[config.mk]
export PLATFORM = sky130hd
export DESIGN_NAME = date_day_difference_unit_flat
export DESIGN_NICKNAME = d
export VERILOG_FILES = /design/src/design/dd_pkg.sv /design/src/design/dd_if.sv /design/src/design/date_day_difference_unit.sv /design/src/design/dd_ctrl.sv /design/src/design/dd_datapath.sv /design/src/flat_wrapper.sv
export SDC_FILE = /design/constraint.sdc
export NUM_CORES = 1
export LEC_CHECK = 0
export ABC_AREA = 1
export BUFFER_PORTS_ARGS = -buffer_cell sky130_fd_sc_hd__buf_2
export CAP_MARGIN = 5
export CORE_ASPECT_RATIO = 1.4
export CORE_MARGIN = 4
export CORE_UTILIZATION = 45
export CTS_CLUSTER_SIZE = 40
export DETAILED_ROUTE_END_ITERATION = 8
export PLACE_DENSITY = 0.71
export SYNTH_ARGS = -nofsm -noshare
export SYNTH_HDL_FRONTEND = slang
export SYNTH_SLANG_ARGS = --single-unit
[constraint.sdc]
create_clock -name clk_i -period 7.1 [get_ports clk_i]
set_clock_uncertainty 0.1 [all_clocks]
set_input_delay 0 -clock clk_i [delete_from_list [all_inputs] [get_ports clk_i]]
set_output_delay 0 -clock clk_i [all_outputs]
set_load 0.03 [all_outputs]
[src/design/dd_pkg.sv]
// Shared widths, calendar tables and controller command type for the
// date day difference block. Depends on nothing.
`timescale 1ns / 1ps
`default_nettype none

package dd_pkg;

  localparam int unsigned YEAR_W  = 14;
  localparam int unsigned MONTH_W = 4;
  localparam int unsigned DAY_W   = 5;
  localparam int unsigned COUNT_W = 22;
  // Day ordinal of the latest date, 16383-12-31, needs 23 bits
  localparam int unsigned ORD_W   = 23;
  // Quotient of a year by 100 stays below 164
  localparam int unsigned QUOT_W  = 8;
  localparam int unsigned QUART_W = YEAR_W - 2;
  localparam int unsigned PROD_W  = QUART_W + 13;

  localparam logic [COUNT_W-1:0] COUNT_MAX = '1;

  // floor(x / 25) = (x * 5243) >> 17 for every x below 4096
  localparam logic [12:0] RECIP_25    = 13'd5243;
  localparam int unsigned RECIP_SHIFT = 17;

  localparam logic [8:0]  DAYS_PER_YEAR = 9'd365;
  localparam logic [6:0]  CENTURY       = 7'd100;

  localparam logic [MONTH_W-1:0] MONTH_JAN = 4'd1;
  localparam logic [MONTH_W-1:0] MONTH_FEB = 4'd2;
  localparam logic [MONTH_W-1:0] MONTH_MAR = 4'd3;
  localparam logic [MONTH_W-1:0] MONTH_APR = 4'd4;
  localparam logic [MONTH_W-1:0] MONTH_MAY = 4'd5;
  localparam logic [MONTH_W-1:0] MONTH_JUN = 4'd6;
  localparam logic [MONTH_W-1:0] MONTH_JUL = 4'd7;
  localparam logic [MONTH_W-1:0] MONTH_AUG = 4'd8;
  localparam logic [MONTH_W-1:0] MONTH_SEP = 4'd9;
  localparam logic [MONTH_W-1:0] MONTH_OCT = 4'd10;
  localparam logic [MONTH_W-1:0] MONTH_NOV = 4'd11;
  localparam logic [MONTH_W-1:0] MONTH_DEC = 4'd12;

  // Commands from the sequencer to the datapath
  typedef struct packed {
    logic load;       // capture a new query
    logic sel_end;    // work on the end date rather than the start date
    logic stage1;     // register products and quotients of the selected year
    logic stage2;     // register the day ordinal and date check
    logic result_we;  // write the output register
  } dd_cmd_t;

  // Length of a month, zero for a month code that means nothing
  function automatic logic [DAY_W-1:0] month_days(input logic [MONTH_W-1:0] m,
                                                  input logic leap);
    logic [DAY_W-1:0] n;
    case (m) inside
      MONTH_JAN, MONTH_MAR, MONTH_MAY, MONTH_JUL,
      MONTH_AUG, MONTH_OCT, MONTH_DEC:             n = 5'd31;
      MONTH_APR, MONTH_JUN, MONTH_SEP, MONTH_NOV:  n = 5'd30;
      MONTH_FEB:                                   n = leap ? 5'd29 : 5'd28;
      default:                                     n = '0;
    endcase
    return n;
  endfunction

  // Days in the months before month m of a common year
  function automatic logic [8:0] days_before(input logic [MONTH_W-1:0] m);
    logic [8:0] n;
    case (m)
      MONTH_JAN: n = 9'd0;
      MONTH_FEB: n = 9'd31;
      MONTH_MAR: n = 9'd59;
      MONTH_APR: n = 9'd90;
      MONTH_MAY: n = 9'd120;
      MONTH_JUN: n = 9'd151;
      MONTH_JUL: n = 9'd181;
      MONTH_AUG: n = 9'd212;
      MONTH_SEP: n = 9'd243;
      MONTH_OCT: n = 9'd273;
      MONTH_NOV: n = 9'd304;
      MONTH_DEC: n = 9'd334;
      default:   n = '0;
    endcase
    return n;
  endfunction

endpackage

`default_nettype wire

[src/design/dd_if.sv]
// Valid/ready channel interfaces for the query and result transfers.
// Depends on dd_pkg for the field widths.
`timescale 1ns / 1ps
`default_nettype none

interface dd_in_if;
  logic                         valid;
  logic                         ready;
  logic [dd_pkg::YEAR_W-1:0]    start_year;
  logic [dd_pkg::MONTH_W-1:0]   start_month;
  logic [dd_pkg::DAY_W-1:0]     start_day;
  logic [dd_pkg::YEAR_W-1:0]    end_year;
  logic [dd_pkg::MONTH_W-1:0]   end_month;
  logic [dd_pkg::DAY_W-1:0]     end_day;
  logic                         include_end_day;

  modport source (output valid, start_year, start_month, start_day, end_year,
                  end_month, end_day, include_end_day, input ready);
  modport sink   (input valid, start_year, start_month, start_day, end_year,
                  end_month, end_day, include_end_day, output ready);
endinterface

interface dd_out_if;
  logic                         valid;
  logic                         ready;
  logic [dd_pkg::COUNT_W-1:0]   day_count;
  logic                         dates_valid;

  modport source (output valid, day_count, dates_valid, input ready);
  modport sink   (input valid, day_count, dates_valid, output ready);
endinterface

`default_nettype wire

[src/design/date_day_difference_unit.sv]
// Top level of the Gregorian date day difference block.
// Depends on dd_pkg, dd_if, dd_ctrl and dd_datapath.
// Usage:
//   req_i carries one query: start date, end date and the include-end flag.
//   rsp_o carries one result per query: day_count and dates_valid.
//   Both are valid/ready channels; a transfer happens when valid and ready are
//   high at a rising edge of clk_i.
// Sequence:
//   req_i.ready is high only while the sequencer is idle. After a transfer the
//   shared ordinal unit works on the start date (S1, S2), then on the end date
//   (E1, E2), and FIN writes the difference into the output register; the
//   result appears on rsp_o once that register is written. The sequencer then
//   returns to idle and can take a new query, so queries do not overlap; this is
//   set by the two passes through the single ordinal unit.
// Stall:
//   A waiting result sits in the output register and does not stop the next
//   query from being taken; the sequencer holds its final step until the
//   output register drains.
// Reset:
//   rst_ni clears the sequencer to idle and drops rsp_o.valid; no stores need clearing.
`timescale 1ns / 1ps
`default_nettype none

module date_day_difference_unit (
  input  logic     clk_i,
  input  logic     rst_ni,
  dd_in_if.sink    req_i,
  dd_out_if.source rsp_o
);
  import dd_pkg::*;

  dd_cmd_t cmd;

  // Sequencer
  dd_ctrl u_ctrl (
    .clk_i       (clk_i),
    .rst_ni      (rst_ni),
    .in_valid_i  (req_i.valid),
    .in_ready_o  (req_i.ready),
    .out_valid_o (rsp_o.valid),
    .out_ready_i (rsp_o.ready),
    .cmd_o       (cmd)
  );

  // Datapath
  dd_datapath u_datapath (
    .clk_i             (clk_i),
    .cmd_i             (cmd),
    .start_year_i      (req_i.start_year),
    .start_month_i     (req_i.start_month),
    .start_day_i       (req_i.start_day),
    .end_year_i        (req_i.end_year),
    .end_month_i       (req_i.end_month),
    .end_day_i         (req_i.end_day),
    .include_end_day_i (req_i.include_end_day),
    .day_count_o       (rsp_o.day_count),
    .dates_valid_o     (rsp_o.dates_valid)
  );

endmodule

`default_nettype wire

[src/design/dd_ctrl.sv]
// Sequencer for the date difference block: steps the shared ordinal unit
// over both dates and owns the output valid flag. Depends on dd_pkg.
`timescale 1ns / 1ps
`default_nettype none

module dd_ctrl (
  input  logic            clk_i,
  input  logic            rst_ni,
  input  logic            in_valid_i,
  output logic            in_ready_o,
  output logic            out_valid_o,
  input  logic            out_ready_i,
  output dd_pkg::dd_cmd_t cmd_o
);
  import dd_pkg::*;

  typedef enum logic [5:0] {
    ST_IDLE = 6'b000001,
    ST_S1   = 6'b000010,
    ST_S2   = 6'b000100,
    ST_E1   = 6'b001000,
    ST_E2   = 6'b010000,
    ST_FIN  = 6'b100000
  } dd_state_e;

  dd_state_e state_q, state_d;
  logic      out_valid_q, out_valid_d;
  logic      out_free;

  // The output register is free when empty or being drained this cycle
  assign out_free = !out_valid_q || out_ready_i;

  // Next state and commands
  always_comb begin
    state_d = state_q;
    cmd_o   = '0;
    case (state_q)
      ST_IDLE: begin
        cmd_o.load = in_valid_i;
        if (in_valid_i) state_d = ST_S1;
      end
      ST_S1: begin
        cmd_o.stage1 = 1'b1;
        state_d      = ST_S2;
      end
      ST_S2: begin
        cmd_o.stage2 = 1'b1;
        state_d      = ST_E1;
      end
      ST_E1: begin
        cmd_o.sel_end = 1'b1;
        cmd_o.stage1  = 1'b1;
        state_d       = ST_E2;
      end
      ST_E2: begin
        cmd_o.sel_end = 1'b1;
        cmd_o.stage2  = 1'b1;
        state_d       = ST_FIN;
      end
      ST_FIN: begin
        // Hold the finished count until the output register is free
        cmd_o.result_we = out_free;
        if (out_free) state_d = ST_IDLE;
      end
      default: state_d = ST_IDLE;
    endcase
  end

  assign out_valid_d = (out_valid_q && !out_ready_i) || cmd_o.result_we;
  assign in_ready_o  = (state_q == ST_IDLE);
  assign out_valid_o = out_valid_q;

  always_ff @(posedge clk_i or negedge rst_ni) begin
    if (!rst_ni) begin
      state_q     <= ST_IDLE;
      out_valid_q <= 1'b0;
    end else begin
      state_q     <= state_d;
      out_valid_q <= out_valid_d;
    end
  end

endmodule

`default_nettype wire

[src/design/dd_datapath.sv]
// Datapath of the date difference block: query registers, a two-step day
// ordinal unit shared by both dates, and the output register. Depends on dd_pkg.
`timescale 1ns / 1ps
`default_nettype none

module dd_datapath (
  input  logic                         clk_i,
  input  dd_pkg::dd_cmd_t              cmd_i,
  input  logic [dd_pkg::YEAR_W-1:0]    start_year_i,
  input  logic [dd_pkg::MONTH_W-1:0]   start_month_i,
  input  logic [dd_pkg::DAY_W-1:0]     start_day_i,
  input  logic [dd_pkg::YEAR_W-1:0]    end_year_i,
  input  logic [dd_pkg::MONTH_W-1:0]   end_month_i,
  input  logic [dd_pkg::DAY_W-1:0]     end_day_i,
  input  logic                         include_end_day_i,
  output logic [dd_pkg::COUNT_W-1:0]   day_count_o,
  output logic                         dates_valid_o
);
  import dd_pkg::*;

  // Query registers
  logic [YEAR_W-1:0]  sy_q, ey_q;
  logic [MONTH_W-1:0] sm_q, em_q;
  logic [DAY_W-1:0]   sd_q, ed_q;
  logic               inc_q;

  // Stage one of the ordinal unit
  logic [YEAR_W-1:0]  y_sel, p_sel;
  logic [MONTH_W-1:0] m_sel;
  logic [DAY_W-1:0]   d_sel;
  logic [PROD_W-1:0]  prod_y, prod_p;
  logic [YEAR_W-1:0]  y_q;
  logic [MONTH_W-1:0] m_q;
  logic [DAY_W-1:0]   d_q;
  logic [ORD_W-1:0]   y365_q;
  logic [QUART_W-1:0] p4_q;
  logic [QUOT_W-1:0]  p100_q, y100_q;

  // Stage two of the ordinal unit
  logic [YEAR_W:0]    y100x;
  logic               cent, leap, leap_adj, date_ok;
  logic [QUART_W:0]   leaps;
  logic [DAY_W-1:0]   mdays;
  logic [ORD_W-1:0]   ord;
  logic [ORD_W-1:0]   ord_a_q, ord_b_q;
  logic               valid_q;

  // Final difference
  logic [ORD_W-1:0]   diff;
  logic [ORD_W:0]     count_raw;
  logic [COUNT_W-1:0] count_sat;
  logic [COUNT_W-1:0] count_q;
  logic               dvalid_q;

  // Capture the query on its transfer
  always_ff @(posedge clk_i) begin
    if (cmd_i.load) begin
      sy_q  <= start_year_i;
      sm_q  <= start_month_i;
      sd_q  <= start_day_i;
      ey_q  <= end_year_i;
      em_q  <= end_month_i;
      ed_q  <= end_day_i;
      inc_q <= include_end_day_i;
    end
  end

  // Select the date and divide year and year-1 by 100 as (x/4)/25
  assign y_sel  = cmd_i.sel_end ? ey_q : sy_q;
  assign m_sel  = cmd_i.sel_end ? em_q : sm_q;
  assign d_sel  = cmd_i.sel_end ? ed_q : sd_q;
  assign p_sel  = y_sel - YEAR_W'(1);
  assign prod_y = PROD_W'(y_sel[YEAR_W-1:2]) * PROD_W'(RECIP_25);
  assign prod_p = PROD_W'(p_sel[YEAR_W-1:2]) * PROD_W'(RECIP_25);

  always_ff @(posedge clk_i) begin
    if (cmd_i.stage1) begin
      y_q    <= y_sel;
      m_q    <= m_sel;
      d_q    <= d_sel;
      y365_q <= ORD_W'(y_sel) * ORD_W'(DAYS_PER_YEAR);
      p4_q   <= p_sel[YEAR_W-1:2];
      p100_q <= prod_p[RECIP_SHIFT +: QUOT_W];
      y100_q <= prod_y[RECIP_SHIFT +: QUOT_W];
    end
  end

  // Leap rule, month length and ordinal from the start of year 0
  assign y100x    = (YEAR_W+1)'(y100_q) * (YEAR_W+1)'(CENTURY);
  assign cent     = (y100x == {1'b0, y_q});
  assign leap     = ((y_q[1:0] == 2'b00) && !cent) || (cent && (y100_q[1:0] == 2'b00));
  assign leaps    = (y_q == '0) ? '0
                  : (QUART_W+1)'(1) + (QUART_W+1)'(p4_q) - (QUART_W+1)'(p100_q)
                    + (QUART_W+1)'(p100_q[QUOT_W-1:2]);
  assign mdays    = month_days(m_q, leap);
  assign date_ok  = (mdays != '0) && (d_q != '0) && (d_q <= mdays);
  assign leap_adj = leap && (m_q > MONTH_FEB);
  assign ord      = y365_q + ORD_W'(leaps) + ORD_W'(days_before(m_q)) + ORD_W'(d_q)
                  + ORD_W'(leap_adj);

  always_ff @(posedge clk_i) begin
    if (cmd_i.stage2) begin
      if (cmd_i.sel_end) begin
        ord_b_q <= ord;
        valid_q <= valid_q && date_ok;
      end else begin
        ord_a_q <= ord;
        valid_q <= date_ok;
      end
    end
  end

  // Difference clamped at zero, end-day increment and saturation
  assign diff      = (ord_a_q < ord_b_q) ? (ord_b_q - ord_a_q) : '0;
  assign count_raw = (ORD_W+1)'(diff) + (ORD_W+1)'(inc_q);
  assign count_sat = (count_raw > (ORD_W+1)'(COUNT_MAX)) ? COUNT_MAX
                                                         : count_raw[COUNT_W-1:0];

  // Output register
  always_ff @(posedge clk_i) begin
    if (cmd_i.result_we) begin
      count_q  <= valid_q ? count_sat : '0;
      dvalid_q <= valid_q;
    end
  end

  assign day_count_o   = count_q;
  assign dates_valid_o = dvalid_q;

endmodule

`default_nettype wire

[src/flat_wrapper.sv]
// flat-port wrapper written by rule: the top's interface ports become plain ports
module date_day_difference_unit_flat import dd_pkg::*;
  (clk_i, rst_ni, req_i_valid, req_i_start_year, req_i_start_month, req_i_start_day, req_i_end_year, req_i_end_month, req_i_end_day, req_i_include_end_day, req_i_ready, rsp_o_valid, rsp_o_day_count, rsp_o_dates_valid, rsp_o_ready);
  dd_in_if req_i_i ();
  dd_out_if rsp_o_i ();
  input  logic clk_i;
  input  logic rst_ni;
  input wire logic [$bits(req_i_i.valid)-1:0] req_i_valid;
  input wire logic [$bits(req_i_i.start_year)-1:0] req_i_start_year;
  input wire logic [$bits(req_i_i.start_month)-1:0] req_i_start_month;
  input wire logic [$bits(req_i_i.start_day)-1:0] req_i_start_day;
  input wire logic [$bits(req_i_i.end_year)-1:0] req_i_end_year;
  input wire logic [$bits(req_i_i.end_month)-1:0] req_i_end_month;
  input wire logic [$bits(req_i_i.end_day)-1:0] req_i_end_day;
  input wire logic [$bits(req_i_i.include_end_day)-1:0] req_i_include_end_day;
  output wire logic [$bits(req_i_i.ready)-1:0] req_i_ready;
  output wire logic [$bits(rsp_o_i.valid)-1:0] rsp_o_valid;
  output wire logic [$bits(rsp_o_i.day_count)-1:0] rsp_o_day_count;
  output wire logic [$bits(rsp_o_i.dates_valid)-1:0] rsp_o_dates_valid;
  input wire logic [$bits(rsp_o_i.ready)-1:0] rsp_o_ready;
  assign req_i_i.valid = req_i_valid;
  assign req_i_i.start_year = req_i_start_year;
  assign req_i_i.start_month = req_i_start_month;
  assign req_i_i.start_day = req_i_start_day;
  assign req_i_i.end_year = req_i_end_year;
  assign req_i_i.end_month = req_i_end_month;
  assign req_i_i.end_day = req_i_end_day;
  assign req_i_i.include_end_day = req_i_include_end_day;
  assign req_i_ready = req_i_i.ready;
  assign rsp_o_valid = rsp_o_i.valid;
  assign rsp_o_day_count = rsp_o_i.day_count;
  assign rsp_o_dates_valid = rsp_o_i.dates_valid;
  assign rsp_o_i.ready = rsp_o_ready;
  date_day_difference_unit u_core (.clk_i(clk_i), .rst_ni(rst_ni), .req_i(req_i_i), .rsp_o(rsp_o_i));
endmodule
==> summary.md <==
| Metric | Value |
|---|---|
| Crit-path max FO | 8 |
| Status | finished, final reports clean |
| Core Area | 45000 um2 |
| Post-synth top cells | inv_1, nand2_1, ha_1, edfxtp_1, fa_1 |
| Final Hold Violating Endpoints | 0 |
| Slew at the pin with the worst max-slew slack | 1.01 ns |
| Worst path depth | 33 |
| Syn nets | 2786 |
| Setup crit end kind | register |
| Fill cell count | 3948 |
| Chip width | 188 um |
| Fmax | 0.148 GHz |
| CP max stage delay | 0.56 ns |
| Mapped Cells | 2266 |
| Drt first pass iters | 6 |
| Critical path's slowest cell | fa_1 |
| Clk sinks | 205 |
| Top cells by area, synth | edfxtp_1, ha_1, fa_1 |
| Max-cap violations | 0 |
| Worst skew pair latency | 0.57 ns |
| Hold depth | 2 |
| Worst hold path type | primary input to register |
| Crit path top cell by count | nand2_1 |
| Final Critical Period | 6.76 ns |
| Hold path start | req_i_end_year[1] |
| Post-route ant nets | 0 |
| Most numerous cell in the Yosys netlist | inv_1 |
| Row cnt | 92 |
| Initial antenna violation count | 2 |
| Worst endpoint required time | 7.33 ns |
| Share of layout cells above drive strength 1 | 0.103 |
| Synth Register Bits | 205 |
| Reg2Reg Depth | 33 |
| Clock buffer count from CTS | 25 |
| Avg Cell Area, Syn | 9.04 um2 |
| Yosys top cell by area | edfxtp_1 |
| Total grt overflow | 0 |
| Post-synthesis sequential area ratio | 0.295 |
| Clock slew at reported path FFs | 0.07 ns |
| Worst r2r src | u_core.u_ctrl.state_q[3] |
| Reg-to-Reg End | u_core.u_datapath.p100_q[5] |
| Total GRT Usage | 0.192 |
| Clock Tree Root | clkbuf_16 |
| CP top delay family | adder cells |
| Relative slew slack | 0.319 |
| CTS tree | done |
| Drt total wl | 47100 um |
| First-pass GRT wire length | 77300 um |
| Yosys cell types | 52 |
| Synth warnings | 0 |
| Final core occ | 0.521 |
| Final layout net count | 2969 |
| Vias per cell | 5.03 |
| WS Path Type | register to register |
| Post-synth EDFFs | 189 |
| Largest net degree at the start of global routing | 79 |
| Fin Hold WS | 0.0383 ns |
| Final period util | 0.952 |
| Mapped Area | 20500 um2 |
| 1st-iter DRT viols | 823 |
| Final Instance Area | 23400 um2 |
| Ys async rst share | 0.0341 |
| Vias post-DR | 15487 |
| CTS H-Tree Depth | 1 |
| Max Slew Vio Count | 0 |
| Setup crit start kind | register |
| Final setup vio count | 0 |
| Die H | 260 um |
| DIE AREA | 49000 um2 |
| DR WL/cell | 15.3 um |
| Dpl hpwl | 37500 um |
| R2r setup slk | 0.34 ns |
| Area post-placement | 21800 um2 |
| Sink of the worst hold path | u_core.u_datapath.ey_q[1] |
| Top FF cell, synth | edfxtp_1 |
| Initial cell density of the core | 0.455 |
| Critical Path AT | 6.99 ns |
| Vias in the first global route | 16294 |
| Gpl congestion | 0.903 |
| I/O pins | 76 |
| Bufs on Longest Clock Path | 3 |
| Area share of the largest cell type after synthesis | 0.277 |
| PortBufs | 75 |
| DRC | 0 |
| Area Overhead vs Synth | 14.5% |
| Worst Path Buf+Inv | 7 |
how the worst max path moves through the flow:
stage / end / from / slack [ns]
global placement: u_core.u_datapath.p100_q[5] / u_core.u_ctrl.state_q[0] / 0.30
finish: u_core.u_datapath.p100_q[5] / u_core.u_ctrl.state_q[3] / 0.34
global route: u_core.u_datapath.p100_q[5] / u_core.u_ctrl.state_q[2] / -0.03
detailed placement: u_core.u_datapath.p100_q[5] / u_core.u_ctrl.state_q[0] / 0.05
CTS: u_core.u_datapath.p100_q[5] / u_core.u_ctrl.state_q[1] / 0.02
floorplan: u_core.u_datapath.p100_q[5] / u_core.u_ctrl.state_q[0] / 0.009
metal layers:
metal	vias to the layer above	routed length, um	track usage
met5	-	0	0
met4	0	2080	0.0816
met2	314	26200	0.388
li1	7702	-	-
met3	120	1440	0.0195
met1	7351	17400	0.199
kinds of logic (layout without fill, tap and decap cells):
logic type,Yosys count,count (layout),share of synthesized area
AO/OA/AOI/OAI,230,230,0.0619
XOR/XNOR,91,91,0.0389
adder cells (fa/ha/maj),469,469,0.343
buffers and inverters,509,709,0.0953
flip-flops,205,205,0.295
multiplexers,8,8,0.00440
other,0,2,0
AND/OR/NAND/NOR,754,756,0.162
registers in the layout (all words and copies together) (netlist names), 4 cells and up, named ones only:
signal                         cells
u_core.u_ctrl.state_q              6
u_core.u_datapath.p4_q            12
u_core.u_datapath.em_q             4
u_core.u_datapath.sm_q             4
u_core.u_datapath.y365_q          21
u_core.u_datapath.m_q              4
u_core.u_datapath.y100_q           8
u_core.u_datapath.ord_a_q         23
u_core.u_datapath.day_count_o     22
u_core.u_datapath.p100_q           8
u_core.u_datapath.ord_b_q         23
u_core.u_datapath.ey_q            14
u_core.u_datapath.sy_q            14
u_core.u_datapath.y_q             14
u_core.u_datapath.sd_q             5
u_core.u_datapath.d_q              5
u_core.u_datapath.ed_q             5
layout by cell type, fill, tap and decap left out, types with 6 or more instances in the layout:
master and count:
inv_1 489, nand2_1 396, ha_1 313, edfxtp_1 189, fa_1 154, nor2_1 137, a21oi_1 106, nand3_1 80
buf_2 75, o21ai_0 62, xor2_1 60, dlygate4sd3_1 52, buf_4 36, xnor2_1 29, clkbuf_16 25, nand4_1 24
nor2_2 22, nor3_1 18, nand2_2 13, nand3b_1 13, o21ai_1 11, inv_2 9, nor2_4 9, dfxtp_1 9
nor4_1 8, or2_2 8, mux2_2 8, a21o_1 7, a31oi_1 6
stage by stage:
stage               worst slack, ns  TNS (ns)  std cells
global route                -0.0283   -0.0283       3081
CTS                          0.0223         0       3067
floorplan                   0.00854         0       2266
finish                        0.338         0       3081
global placement              0.296         0       2969
detailed placement           0.0533         0       2969
cell type report:
type	count	area, um2	share of cell area
Multi-Input combinational cell	1554	12700	0.542
Clock buffer	30	644	0.0275
Sequential cell	205	6030	0.257
Clock inverter	16	226	0.00966
Timing Repair Buffer	164	1190	0.0506
Inverter	499	1870	0.0799
Antenna cell	2	5.00	0.000213
Tap cell	611	764	0.0326
worst register-to-register path: cells and delay by family, from the launching register on:
| kind | cells | cell delay [ns] |
|---|---|---|
| flip-flops | 1 | 0.46 |
| adder cells (fa/ha/maj) | 6 | 2.94 |
| XOR/XNOR | 1 | 0.18 |
| AO/OA/AOI/OAI | 6 | 0.79 |
| AND/OR/NAND/NOR | 13 | 1.50 |
| buffers and inverters | 7 | 0.55 |
timing repair:
item | 4_1_cts | 5_1_grt
endpoints found under the hold margin | 58 | 0
setup endpoints to repair | 0 | 8
setup buffers | 0 | 10
hold buffers | 52 | 0
resized for setup | 0 | 43
Power is not shown: default switching activity piles up to over one toggle a cycle in this logic, so the estimate is an artifact.
